[src/rtl/dmwbc_pkg.sv]
// ============================================================================
// dmwbc_pkg: shared types and constants of the write-back cache
// Field widths, operation codes and the control/status bundles that run
// between the controller and the datapath.
// ============================================================================
package dmwbc_pkg;

    localparam int ADDR_W = 12;
    localparam int HALF_W = 64;

    localparam logic CMD_READ  = 1'b0;
    localparam logic CMD_WRITE = 1'b1;

    // Commands from the controller to the datapath.
    typedef struct packed {
        logic clear;     // clearing pass: zero one backing word and one line tag entry
        logic capture;   // take the input item and read the line store
        logic lookup;    // tag compare, victim write-back, write install, backing read
        logic fill;      // install the fetched word on a read miss
        logic out_load;  // load the output register
        logic out_held;  // output register takes the held result
    } t_dp_cmd;

    // Status from the datapath to the controller.
    typedef struct packed {
        logic sweep_done;
        logic is_write;
        logic hit;
    } t_dp_sts;

endpackage

[src/rtl/dmwbc_ctrl.sv]
// ============================================================================
// dmwbc_ctrl: sequencing controller
// Walks each item through lookup and an optional fill, owns the handshake
// and the output valid flag, and runs the clearing pass after reset.
// ============================================================================
module dmwbc_ctrl (
    input  logic               i_clk,
    input  logic               i_rst_n,
    input  logic               i_valid,
    output logic               o_ready,
    output logic               o_valid,
    input  logic               i_ready,
    input  dmwbc_pkg::t_dp_sts i_sts,
    output dmwbc_pkg::t_dp_cmd o_ctl
);
    import dmwbc_pkg::*;

    typedef enum logic [4:0] {
        S_CLEAR  = 5'b00001,
        S_IDLE   = 5'b00010,
        S_LOOKUP = 5'b00100,
        S_FILL   = 5'b01000,
        S_RESP   = 5'b10000
    } t_state;

    t_state  r_state, n_state;
    logic    r_out_valid, n_out_valid;
    logic    out_free;
    t_dp_cmd ctl;

    assign out_free = !r_out_valid || i_ready;

    always_comb begin
        ctl     = '0;
        n_state = r_state;
        o_ready = 1'b0;
        case (r_state)
            S_CLEAR: begin
                ctl.clear = 1'b1;
                if (i_sts.sweep_done) begin
                    n_state = S_IDLE;
                end
            end
            S_IDLE: begin
                o_ready = 1'b1;
                if (i_valid) begin
                    ctl.capture = 1'b1;
                    n_state     = S_LOOKUP;
                end
            end
            S_LOOKUP: begin
                ctl.lookup = 1'b1;
                if (!i_sts.is_write && !i_sts.hit) begin
                    n_state = S_FILL;
                end else if (out_free) begin
                    ctl.out_load = 1'b1;
                    n_state      = S_IDLE;
                end else begin
                    n_state = S_RESP;
                end
            end
            S_FILL: begin
                ctl.fill = 1'b1;
                if (out_free) begin
                    ctl.out_load = 1'b1;
                    n_state      = S_IDLE;
                end else begin
                    n_state = S_RESP;
                end
            end
            S_RESP: begin
                if (out_free) begin
                    ctl.out_load = 1'b1;
                    ctl.out_held = 1'b1;
                    n_state      = S_IDLE;
                end
            end
            default: begin
                n_state = S_CLEAR;
            end
        endcase
    end

    always_comb begin
        if (ctl.out_load) begin
            n_out_valid = 1'b1;
        end else if (i_ready) begin
            n_out_valid = 1'b0;
        end else begin
            n_out_valid = r_out_valid;
        end
    end

    always_ff @(posedge i_clk) begin
        if (!i_rst_n) begin
            r_state     <= S_CLEAR;
            r_out_valid <= 1'b0;
        end else begin
            r_state     <= n_state;
            r_out_valid <= n_out_valid;
        end
    end

    assign o_valid = r_out_valid;
    assign o_ctl   = ctl;

    a_clear_quiet: assert property (@(posedge i_clk) disable iff (!i_rst_n)
        (r_state == S_CLEAR) |-> !r_out_valid)
        else $error("result presented during clearing pass");

    a_fill_after_lookup: assert property (@(posedge i_clk) disable iff (!i_rst_n)
        (r_state == S_FILL) |-> ($past(r_state) == S_LOOKUP))
        else $error("fill entered without a lookup");

    a_accept_lookup: assert property (@(posedge i_clk) disable iff (!i_rst_n)
        (i_valid && o_ready) |=> (r_state == S_LOOKUP))
        else $error("accepted transfer did not start a lookup");

endmodule

[config.mk]
export PLATFORM = sky130hd
export DESIGN_NAME = dmwbc_ctrl
export DESIGN_NICKNAME = d
export VERILOG_FILES = /design/src/rtl/dmwbc_pkg.sv /design/src/rtl/dmwbc_ctrl.sv
export SDC_FILE = /design/constraint.sdc
export NUM_CORES = 1
export LEC_CHECK = 0
export BUFFER_PORTS_ARGS = -buffer_cell sky130_fd_sc_hd__buf_2
export CORE_AREA = 2 2 39 41
export DETAILED_ROUTE_END_ITERATION = 8
export DIE_AREA = 0 0 41 43
export GPL_ROUTABILITY_DRIVEN = 0
export PLACE_DENSITY_LB_ADDON = 0.25
export SYNTH_ARGS = -nofsm -noshare
export SYNTH_HDL_FRONTEND = slang
export SYNTH_SLANG_ARGS = --single-unit
[constraint.sdc]
create_clock -name i_clk -period 1.8 [get_ports i_clk]
set_clock_uncertainty 0.05 [all_clocks]
set_input_delay 0.36 -clock i_clk [delete_from_list [all_inputs] [get_ports i_clk]]
set_output_delay 0.36 -clock i_clk [all_outputs]
set_load 0.005 [all_outputs]
==> results by group, run 1 <==
Die
  • Starting density of the core: 0.325
  • Core Rows: 14
  • Die X: 41 µm
  • Die area: around 1800 µm²
  • Number of top-level pins: 15
  • Core footprint: 1380 µm²
  • Die H: ~43 µm

Detailed routing
  • Final ANT Viol Nets: 0
  • Residual DRC: 0
  • Post-DR wirelength/cell: around 12 µm
  • Initial DRC count: 5
  • Routed via count: 455
  • DR pass1 iterations: 4
  • Vias per cell: 5.06
  • Drt total wl: roughly 1.0 mm

Placement
  • Input/output buffers: 14
  • Dpl hpwl: a little under 800 µm
  • Post-Place Cells: between 80 and 90
  • Placement Cell Area: 536 µm²

Power
  • Max VDD drop: around 0.37 mV
  • Power after layout: 434 µW
  • Static leakage: 0.261 nW
  • P per Cell Area: roughly 730 nW/µm²

Yosys
  • Warnings, synthesis: 0
  • Number of synthesized flops with an enable pin: 0
  • Synth cell count leaders: nor2_1 (9), dfxtp_1 (6), nand2_1 (6)
  • Synth Flop Type: dfxtp_1
  • Netlist cell types: 34
  • Synth Net Count: 64
  • Synthesized area: 449 µm²
  • Yosys top cell area share: 0.267
  • Post-synthesis cell count: between 50 and 60
  • Sequential share of the synthesized area: 0.267
  • Yosys top cell by area: dfxtp_1
  • Top post-synthesis cells by area: dfxtp_1 (27%), nor2_1 (7.5%), nand2_1 (5.0%)
  • Async SR Flop Fraction: 0
  • Count leader, synth: nor2_1
  • Syn_area_per_cell: 7.88 µm²
  • Register bit total from synthesis: 6

GRT
  • First-pass GRT wire length: 1.66 mm
  • GR Overflow Total: 0
  • Number of antenna violations at the first check in global routing: 0
  • GRT Overall Usage: 0.146
  • Vias in the first global route: 397
  • Pin count of the biggest net entering global routing: 8

Final layout
  • Antenna cell count: 0
  • Cell area after layout: 591 µm²
  • Post-layout nets: 83
  • Area grow syn2layout: 31.5%
  • Non-filler cells in the finished layout: 90
  • Fillers: 138
  • Share of cells above drive strength 1: 0.459

Worst setup path
  • Worst R2R Setup Slack: between 0.2 and 0.3 ns
  • Maximum fanout along the worst path: 7
  • CP required: around 1.4 ns
  • Setup CP Type: reg2out
  • CP Data Arrival Time: 1.34 ns
  • FF-to-FF End: r_state[1]$_SDFFE_PN0P_
  • Startpoint types: register
  • CP peak stage delay: approximately 0.37 ns
  • Crit path capture type: output pin
  • Crit Reg-Reg Startpoint: r_state[4]$_SDFFE_PN0P_
  • CP Cell Sequence: or2_4 -> nand2_1 -> o211ai_1 -> nor2_1 -> buf_2
  • Crit path max-delay family: simple AND/OR/NAND/NOR gates
  • WP buf/inv: 1
  • Slowest CP cell: dfxtp_4
  • FF-to-FF path depth: 5

Clocking
  • Clock sink count: 6
  • CTS Hold Buffers Added: 0
  • Root buffer cell: clkbuf_4
  • Num CTS Buffers: 3
  • H-tree lvl count: 1
  • Reg clk slew, reported paths: 0.05 ns
  • CTS tree: yes
  • Bufs on Longest Clock Path: 2
  • Clock Latency Late Sink: 0.26 ns

Timing
  • Period utilization: 0.971
  • WHS: about 0.24 ns
  • Max-slew violation count: 0
  • Final min period: around 1.7 ns
  • Worst Tran Pin Value: 0.396 ns
  • Max transition margin: 0.733
  • Max Freq: 572 MHz
  • Fin Setup TNS: 0 ns
  • Final Hold Fails: 0
  • Final setup vio count: 0
  • RSZ-0062 raised after global routing: yes

Worst hold path
  • Endpoint, Worst Hold: r_state[3]$_SDFFE_PN0P_
  • Hold Path Class: in2reg
  • HP Start: i_sts[1]
  • Hold-critical path depth: 2

Flow run
  • Max-cap violations: 0

Run status
  • Status: finished clean
-- cells by family (layout without fill, tap and decap cells) --
| group | count (synthesis) | after routing | synth area share |
|---|---|---|---|
| simple gates | 31 | 31 | 0.421 |
| compound gates | 11 | 11 | 0.178 |
| xor+xnor | 1 | 1 | 0.0195 |
| flops | 6 | 6 | 0.267 |
| mux | 1 | 1 | 0.0223 |
| buf+inv | 7 | 24 | 0.0919 |
-- layout make-up --
cell class | count | area [µm²] | area share
timing repair buffer | 19 | 108 | 0.182
inverter | 2 | 7.51 | 0.0127
sequential | 6 | 129 | 0.218
tap | 16 | 20.0 | 0.0339
clock buffer | 3 | 22.5 | 0.0381
multi-input combinational | 44 | 304 | 0.515
-- repair_timing --
action                                  4_1_cts  5_1_grt
gates resized for setup                       2        8
buffers inserted                              0        1
gates cloned                                  0        0
endpoints found under the setup margin        3        6
pin swaps                                     0        3
-- report_power, final --
group | total (mW) | leakage [nW] | switching (mW) | internal [mW]
clock network | 0.137 | 0.0138 | 0.0608 | 0.0762
logic | 0.139 | 0.197 | 0.0709 | 0.0681
registers | 0.158 | 0.0501 | 0.0150 | 0.143
-- routing by layer --
metal	GRT usage	wire (µm)	vias up
met4	0.120	34	0
li1	-	-	237
met1	0.188	460	202
met3	0.0524	60	6
met5	0	0	-
met2	0.184	484	10
-- metrics by stage --
stage                     utilization  worst slack [ns]
after floorplan                     -             0.321
after global placement          0.387             0.253
after detailed placement        0.387             0.232
after CTS                       0.406            0.0275
after global routing            0.427          -0.00393
final                           0.427            0.0513
-- registers in the layout, summed over array words and instances (netlist names) --
| signal | flops |
|---|---|
| r_state | 5 |
| o_valid | 1 |
-- how the worst max path moves through the flow --
| stage | start | endpoint | cells past startpoint | slack [ns] |
|---|---|---|---|---|
| after global placement | r_state[3]$_SDFFE_PN0P_ | o_ready | 4 | 0.25 |
| after global routing | r_state[3]$_SDFFE_PN0P_ | o_ctl[1] | 5 | -0.004 |
| after detailed placement | r_state[3]$_SDFFE_PN0P_ | o_ctl[1] | 5 | 0.23 |
| final | r_state[3]$_SDFFE_PN0P_ | o_ctl[1] | 5 | 0.05 |
| after floorplan | r_state[3]$_SDFFE_PN0P_ | o_ctl[4] | 5 | 0.32 |
| after CTS | r_state[2]$_SDFFE_PN0P_ | o_ctl[1] | 6 | 0.03 |
-- cell usage in the layout, fill, tap and decap left out, types with 2 or more instances in the layout --
master     n
dfxtp_4    2
nand2_1    6
nand2b_1   2
inv_1      2
clkbuf_4   3
nor2_1     8
nor2_2     2
buf_4      5
dfxtp_1    3
buf_2     14
Note: power is estimated with default switching activity, not from simulation.
==> run 2: changes to the inputs <==
--- a/config.mk
+++ b/config.mk
@@ -5,12 +5,11 @@
 export SDC_FILE = /design/constraint.sdc
 export NUM_CORES = 1
 export LEC_CHECK = 0
-export BUFFER_PORTS_ARGS = -buffer_cell sky130_fd_sc_hd__buf_2
 export CORE_AREA = 2 2 39 41
 export DETAILED_ROUTE_END_ITERATION = 8
 export DIE_AREA = 0 0 41 43
+export DONT_BUFFER_PORTS = 1
 export GPL_ROUTABILITY_DRIVEN = 0
-export PLACE_DENSITY_LB_ADDON = 0.25
 export SYNTH_ARGS = -nofsm -noshare
 export SYNTH_HDL_FRONTEND = slang
 export SYNTH_SLANG_ARGS = --single-unit
==> constraint.sdc (replaced) <==
create_clock -name i_clk -period 2.24 [get_ports i_clk]
set_clock_uncertainty 0.05 [all_clocks]
set_input_delay 0.448 -clock i_clk [delete_from_list [all_inputs] [get_ports i_clk]]
set_output_delay 0.448 -clock i_clk [all_outputs]
set_load 0.005 [all_outputs]
==> results by group, run 2 (synthesis gave the netlist of run 1 again) <==
Run status
  • Status: finished clean

Clocking
  • Root buffer cell: clkbuf_4
  • H-tree lvl count: 1 (unchanged)
  • Reg clk slew, reported paths: 0.05 ns (about the same)
  • Num CTS Buffers: 3 (unchanged)
  • Bufs on Longest Clock Path: 2 (unchanged)
  • Clock Latency Late Sink: 0.26 ns (about the same)
  • Post-cts gate resize count: 0 (-2)
  • CTS tree: yes
  • Clock sink count: 6 (unchanged)
  • CTS Hold Buffers Added: 0 (unchanged)
  • Setup bufs post-CTS: 0 (unchanged)

Power
  • P per Cell Area: 690 nW/µm² (-6.1%)
  • Sw frac: 0.338 (about the same)
  • Max VDD drop: 0.330 mV (-10%)
  • Logic pwr share: 0.215 (-0.106)
  • Clock power share: 0.336 (+0.020)
  • Static leakage: 0.169 nW (-35%)
  • Sequential share of power: 0.449 (+0.085)
  • Int Power: 209 µW (-27%)
  • Power after layout: 316 µW (-27%)
  • NetSw: 107 µW (-27%)

Worst setup path
  • Startpoint types: register
  • CP Data Arrival Time: 1.44 ns (+0.10 ns)
  • Maximum fanout along the worst path: 7 (unchanged)
  • Worst R2R Setup Slack: 0.57 ns (+0.30 ns)
  • Setup CP Type: reg2out
  • FF-to-FF path depth: 5 (unchanged)
  • FF-to-FF End: r_state[3]$_SDFFE_PN0P_
  • Crit path capture type: output pin
  • CP required: 1.74 ns (+0.35 ns)
  • Crit Reg-Reg Startpoint: r_state[0]$_SDFFE_PN1P_

Timing
  • Final min period: 1.94 ns
  • Worst Tran Pin Value: 0.493 ns (+0.0966 ns)
  • Max-slew violation count: 0 (unchanged)
  • Final Hold Fails: 0 (unchanged)
  • Max transition margin: 0.669 (-0.0649)
  • Max Freq: 515 MHz
  • Final setup vio count: 0 (unchanged)
  • Period utilization: 0.866
  • Fin Setup TNS: 0 ns (unchanged)
  • RSZ-0062 raised after global routing: no

GRT
  • First-pass GRT wire length: 1.55 mm (-7.0%)
  • Pin count of the biggest net entering global routing: 14 (+6)
  • Vias in the first global route: 342 (-14%)
  • Number of antenna violations at the first check in global routing: 0 (unchanged)
  • GRT Overall Usage: 0.138 (-0.00833)
  • GR Overflow Total: 0 (unchanged)

Die
  • Number of top-level pins: 15 (unchanged)
  • Die H: 43 µm (unchanged)
  • Die area: 1760 µm² (unchanged)
  • Starting density of the core: 0.325 (unchanged)
  • Core Rows: 14 (unchanged)
  • Core footprint: 1380 µm² (unchanged)
  • Die X: 41 µm (unchanged)

Detailed routing
  • Initial DRC count: 8 (+3)
  • DR pass1 iterations: 4 (unchanged)
  • Final ANT Viol Nets: 0 (unchanged)
  • Residual DRC: 0 (unchanged)
  • Routed via count: 399 (-12%)
  • Vias per cell: 5.62 (+11%)
  • Post-DR wirelength/cell: 14.6 µm (+26%)
  • Drt total wl: 1.04 mm (-0.29%)

Final layout
  • Antenna cell count: 0 (unchanged)
  • Largest register FFs: 5 (unchanged)
  • Most frequent cells in the layout: nor2_1 (9), nand2_1 (6), dfxtp_1 (6), clkbuf_4 (3)
  • Core Util, Final: 0.331 (-0.0958)
  • Most common cell after layout, fill and taps aside: nor2_1
  • Post-layout nets: 64 (-23%)
  • Area grow syn2layout: 1.95%
  • Biggest register: r_state
  • Share of cells above drive strength 1: 0.145 (-0.314)
  • Non-filler cells in the finished layout: 71 (-21%)

Placement
  • Post-Place Cells: 68 (-21%)
  • Input/output buffers: 0 (-14)
  • Dpl hpwl: 790 µm (+2.2%)

Worst hold path
  • Endpoint, Worst Hold: r_state[3]$_SDFFE_PN0P_
  • Hold-critical path depth: 1 (-1)
  • Hold Path Class: in2reg
  • HP Start: i_sts[0]

Flow run
  • Max-cap violations: 0 (unchanged)
[run 2: changes by cell type in the layout (fill, tap and decap cells not counted), moves of 2 or more]
cell,before,now
buf_2,14,0
buf_4,5,0
dfxtp_1,3,6
dfxtp_4,2,0
[run 2: final cells by class]
cell class                      count  area (µm²)
Inverter                            2        7.51
Clock buffer                        3        22.5
Tap cell                           16        20.0
Sequential cell                     6         120
Fill cell                         154         926
Multi-Input combinational cell     44         288
[run 2: critical path, stage by stage, from the launching register on]
cell and delay [ns]:
dfxtp_1 0.38, or2_1 0.34, nor4_4 0.26, nand2_1 0.12, inv_1 0.08
[run 2: worst max-delay path by stage]
stage                            startpoint        to  depth (start not counted)
floorplan           r_state[3]$_SDFFE_PN0P_  o_ctl[4]                          5
detailed placement  r_state[2]$_SDFFE_PN0P_  o_ctl[4]                          4
global placement    r_state[2]$_SDFFE_PN0P_  o_ctl[4]                          4
finish              r_state[3]$_SDFFE_PN0P_  o_ctl[4]                          4
global route        r_state[3]$_SDFFE_PN0P_  o_ctl[4]                          4
CTS                 r_state[3]$_SDFFE_PN0P_  o_ctl[4]                          4
[run 2: per-stage QoR]
step | hold slack, ns | worst slack [ns] | area [µm²]
after floorplan | 0.454 | 0.673 | 449
final | 0.212 | 0.300 | 458
after global placement | 0.480 | 0.574 | 435
after CTS | 0.208 | 0.284 | 458
after global routing | 0.206 | 0.173 | 458
after detailed placement | 0.482 | 0.570 | 435
[run 2: routing by layer]
layer	wire (µm)	vias to the layer above	GRT usage
li1	-	199	-
met1	491	182	0.170
met2	461	15	0.184
met3	65	3	0.0524
met4	19	0	0.100
met5	0	-	0
[run 2: power by group through the flow]
stage          logic, mW  clock network (mW)  registers (mW)
2_1_floorplan     0.0806                   0           0.122
3_3_place_gp      0.0681                   0           0.143
3_5_place_dp      0.0684                   0           0.143
4_1_cts           0.0686               0.111           0.141
5_1_grt           0.0734               0.117           0.144
6_report          0.0678               0.106           0.142
==> run 3: changes to the inputs <==
--- a/config.mk
+++ b/config.mk
@@ -10,6 +10,8 @@
 export DIE_AREA = 0 0 41 43
 export DONT_BUFFER_PORTS = 1
 export GPL_ROUTABILITY_DRIVEN = 0
+export GPL_TIMING_DRIVEN = 0
 export SYNTH_ARGS = -nofsm -noshare
 export SYNTH_HDL_FRONTEND = slang
 export SYNTH_SLANG_ARGS = --single-unit
+export TNS_END_PERCENT = 20
==> results by group, run 3 (synthesis gave the netlist of run 1 again) <==
Run status
  • Status: finished clean

GRT
  • Pin count of the biggest net entering global routing: 11 (-3)
  • GR Overflow Total: 0 (unchanged)
  • Vias in the first global route: 341 (-0.29%)
  • GRT Overall Usage: 0.150 (+0.0123)
  • First-pass GRT wire length: 1.66 mm (+7.2%)
  • Number of antenna violations at the first check in global routing: 0 (unchanged)

Timing
  • Max Freq: 499 MHz (-3.1%)
  • Worst Tran Pin Value: 0.431 ns (-0.0625 ns)
  • RSZ-0062 raised after global routing: no
  • Final min period: 2.00 ns (+0.0622 ns)
  • Final setup vio count: 0 (unchanged)
  • Fin Setup TNS: 0 ns (unchanged)
  • Worst setup margin: 0.238 ns (-0.0622 ns)
  • Max-slew violation count: 0 (unchanged)
  • Period utilization: 0.894 (+0.0278)
  • Max transition margin: 0.711 (+0.0420)
  • Final Hold Fails: 0 (unchanged)

Power
  • Clock power share: 0.326 (-0.010)
  • Power after layout: 323 µW (+2.1%)
  • Sequential share of power: 0.379 (-0.070)
  • Max VDD drop: 0.288 mV (-13%)
  • Sw frac: 0.334 (-0.00460)
  • P per Cell Area: 656 nW/µm² (-4.9%)
  • NetSw: 108 µW (+0.76%)
  • Int Power: 215 µW (+2.9%)
  • Static leakage: 0.194 nW (+15%)
  • Logic pwr share: 0.295 (+0.080)

Worst hold path
  • Endpoint, Worst Hold: r_state[3]$_SDFFE_PN0P_
  • Hold Path Class: in2reg
  • Hold-critical path depth: 1 (unchanged)
  • HP Start: i_sts[0]

Final layout
  • Post-layout nets: 69 (+7.8%)
  • Largest register FFs: 5 (unchanged)
  • Area grow syn2layout: 9.47%
  • Antenna cell count: 0 (unchanged)
  • Most frequent cells in the layout: nor2_1 (9), nand2_1 (6), dfxtp_1 (6), clkbuf_4 (3)
  • Core Util, Final: 0.355 (+0.0244)
  • Fillers: 149 (-3.2%)
  • Share of cells above drive strength 1: 0.217 (+0.0712)
  • Biggest register: r_state
  • Most common cell after layout, fill and taps aside: nor2_1
  • Non-filler cells in the finished layout: 76 (+7.0%)

Clocking
  • Clock sink count: 6 (unchanged)
  • Post-cts gate resize count: 0 (unchanged)
  • H-tree lvl count: 1 (unchanged)
  • CTS Hold Buffers Added: 0 (unchanged)
  • Bufs on Longest Clock Path: 2 (unchanged)
  • Root buffer cell: clkbuf_4
  • Clock Latency Late Sink: 0.25 ns (about the same)
  • Num CTS Buffers: 3 (unchanged)
  • Reg clk slew, reported paths: 0.05 ns (about the same)
  • Setup bufs post-CTS: 0 (unchanged)
  • CTS tree: yes

Detailed routing
  • Drt total wl: 1.05 mm (+1.3%)
  • Final ANT Viol Nets: 0 (unchanged)
  • Routed via count: 401 (+0.50%)
  • Initial DRC count: 2 (-6)
  • DR pass1 iterations: 4 (unchanged)
  • Post-DR wirelength/cell: 13.8 µm (-5.3%)
  • Vias per cell: 5.28 (-6.1%)
  • Residual DRC: 0 (unchanged)

Die
  • Die X: 41 µm (unchanged)
  • Number of top-level pins: 15 (unchanged)
  • Core Rows: 14 (unchanged)
  • Die H: 43 µm (unchanged)
  • Core footprint: 1380 µm² (unchanged)
  • Die area: 1760 µm² (unchanged)
  • Starting density of the core: 0.325 (unchanged)

Placement
  • Post-Place Cells: 73 (+7.4%)
  • Input/output buffers: 0 (unchanged)
  • Dpl hpwl: 771 µm (-2.4%)
  • Placement Setup Slack: 0.531 ns (-0.0396 ns)

Worst setup path
  • CP Data Arrival Time: 1.50 ns (+0.06 ns)
  • Worst R2R Setup Slack: 0.68 ns (+0.11 ns)
  • Crit Reg-Reg Startpoint: r_state[3]$_SDFFE_PN0P_
  • Setup CP Type: reg2out
  • CP required: 1.74 ns (about the same)
  • FF-to-FF path depth: 6 (+1)
  • Crit path capture type: output pin
  • Startpoint types: register
  • Maximum fanout along the worst path: 7 (unchanged)
  • FF-to-FF End: r_state[1]$_SDFFE_PN0P_

Flow run
  • Max-cap violations: 0 (unchanged)
run 3: routing by layer:
layer	vias up	GRT usage	part of all wire
li1	212	-	-
met1	174	0.220	0.49
met2	11	0.156	0.41
met3	4	0.0366	0.056
met4	0	0.160	0.044
met5	-	0	0
run 3: power by group through the flow:
stage / combinational [mW] / sequential, mW / clock [mW]
finish: 0.0952 / 0.122 / 0.105
global route: 0.105 / 0.123 / 0.114
CTS: 0.0971 / 0.122 / 0.110
detailed placement: 0.0954 / 0.124 / 0
global placement: 0.0943 / 0.124 / 0
floorplan: 0.0806 / 0.122 / 0
run 3: final cells by class:
type,instances,area (µm²),area share
flip-flops and latches,6,120,0.244
plain buffers,5,33.8,0.0687
well taps,16,20.0,0.0407
inverters,2,7.51,0.0153
multi-input cells,44,288,0.585
clock buffers,3,22.5,0.0458
run 3: stage by stage:
step	hold slack, ns	cell area (µm²)
finish	0.218	492
global route	0.220	492
CTS	0.211	492
detailed placement	0.480	469
global placement	0.480	469
floorplan	0.454	449
run 3: critical path, stage by stage, from the launching register on:
cell      delay, ns
dfxtp_1        0.47
nor2b_1        0.10
o21ai_1        0.14
nand2_1        0.07
o211ai_1       0.26
nor2_1         0.07
buf_4          0.14
run 3: worst max path at each step:
stage | startpoint | end | slack [ns]
after CTS | r_state[3]$_SDFFE_PN0P_ | o_ctl[1] | 0.24
after floorplan | r_state[3]$_SDFFE_PN0P_ | o_ctl[4] | 0.67
final | r_state[3]$_SDFFE_PN0P_ | o_ctl[1] | 0.24
after detailed placement | r_state[3]$_SDFFE_PN0P_ | o_ctl[1] | 0.53
after global placement | r_state[3]$_SDFFE_PN0P_ | o_ctl[4] | 0.54
after global routing | r_state[3]$_SDFFE_PN0P_ | o_ctl[1] | 0.13
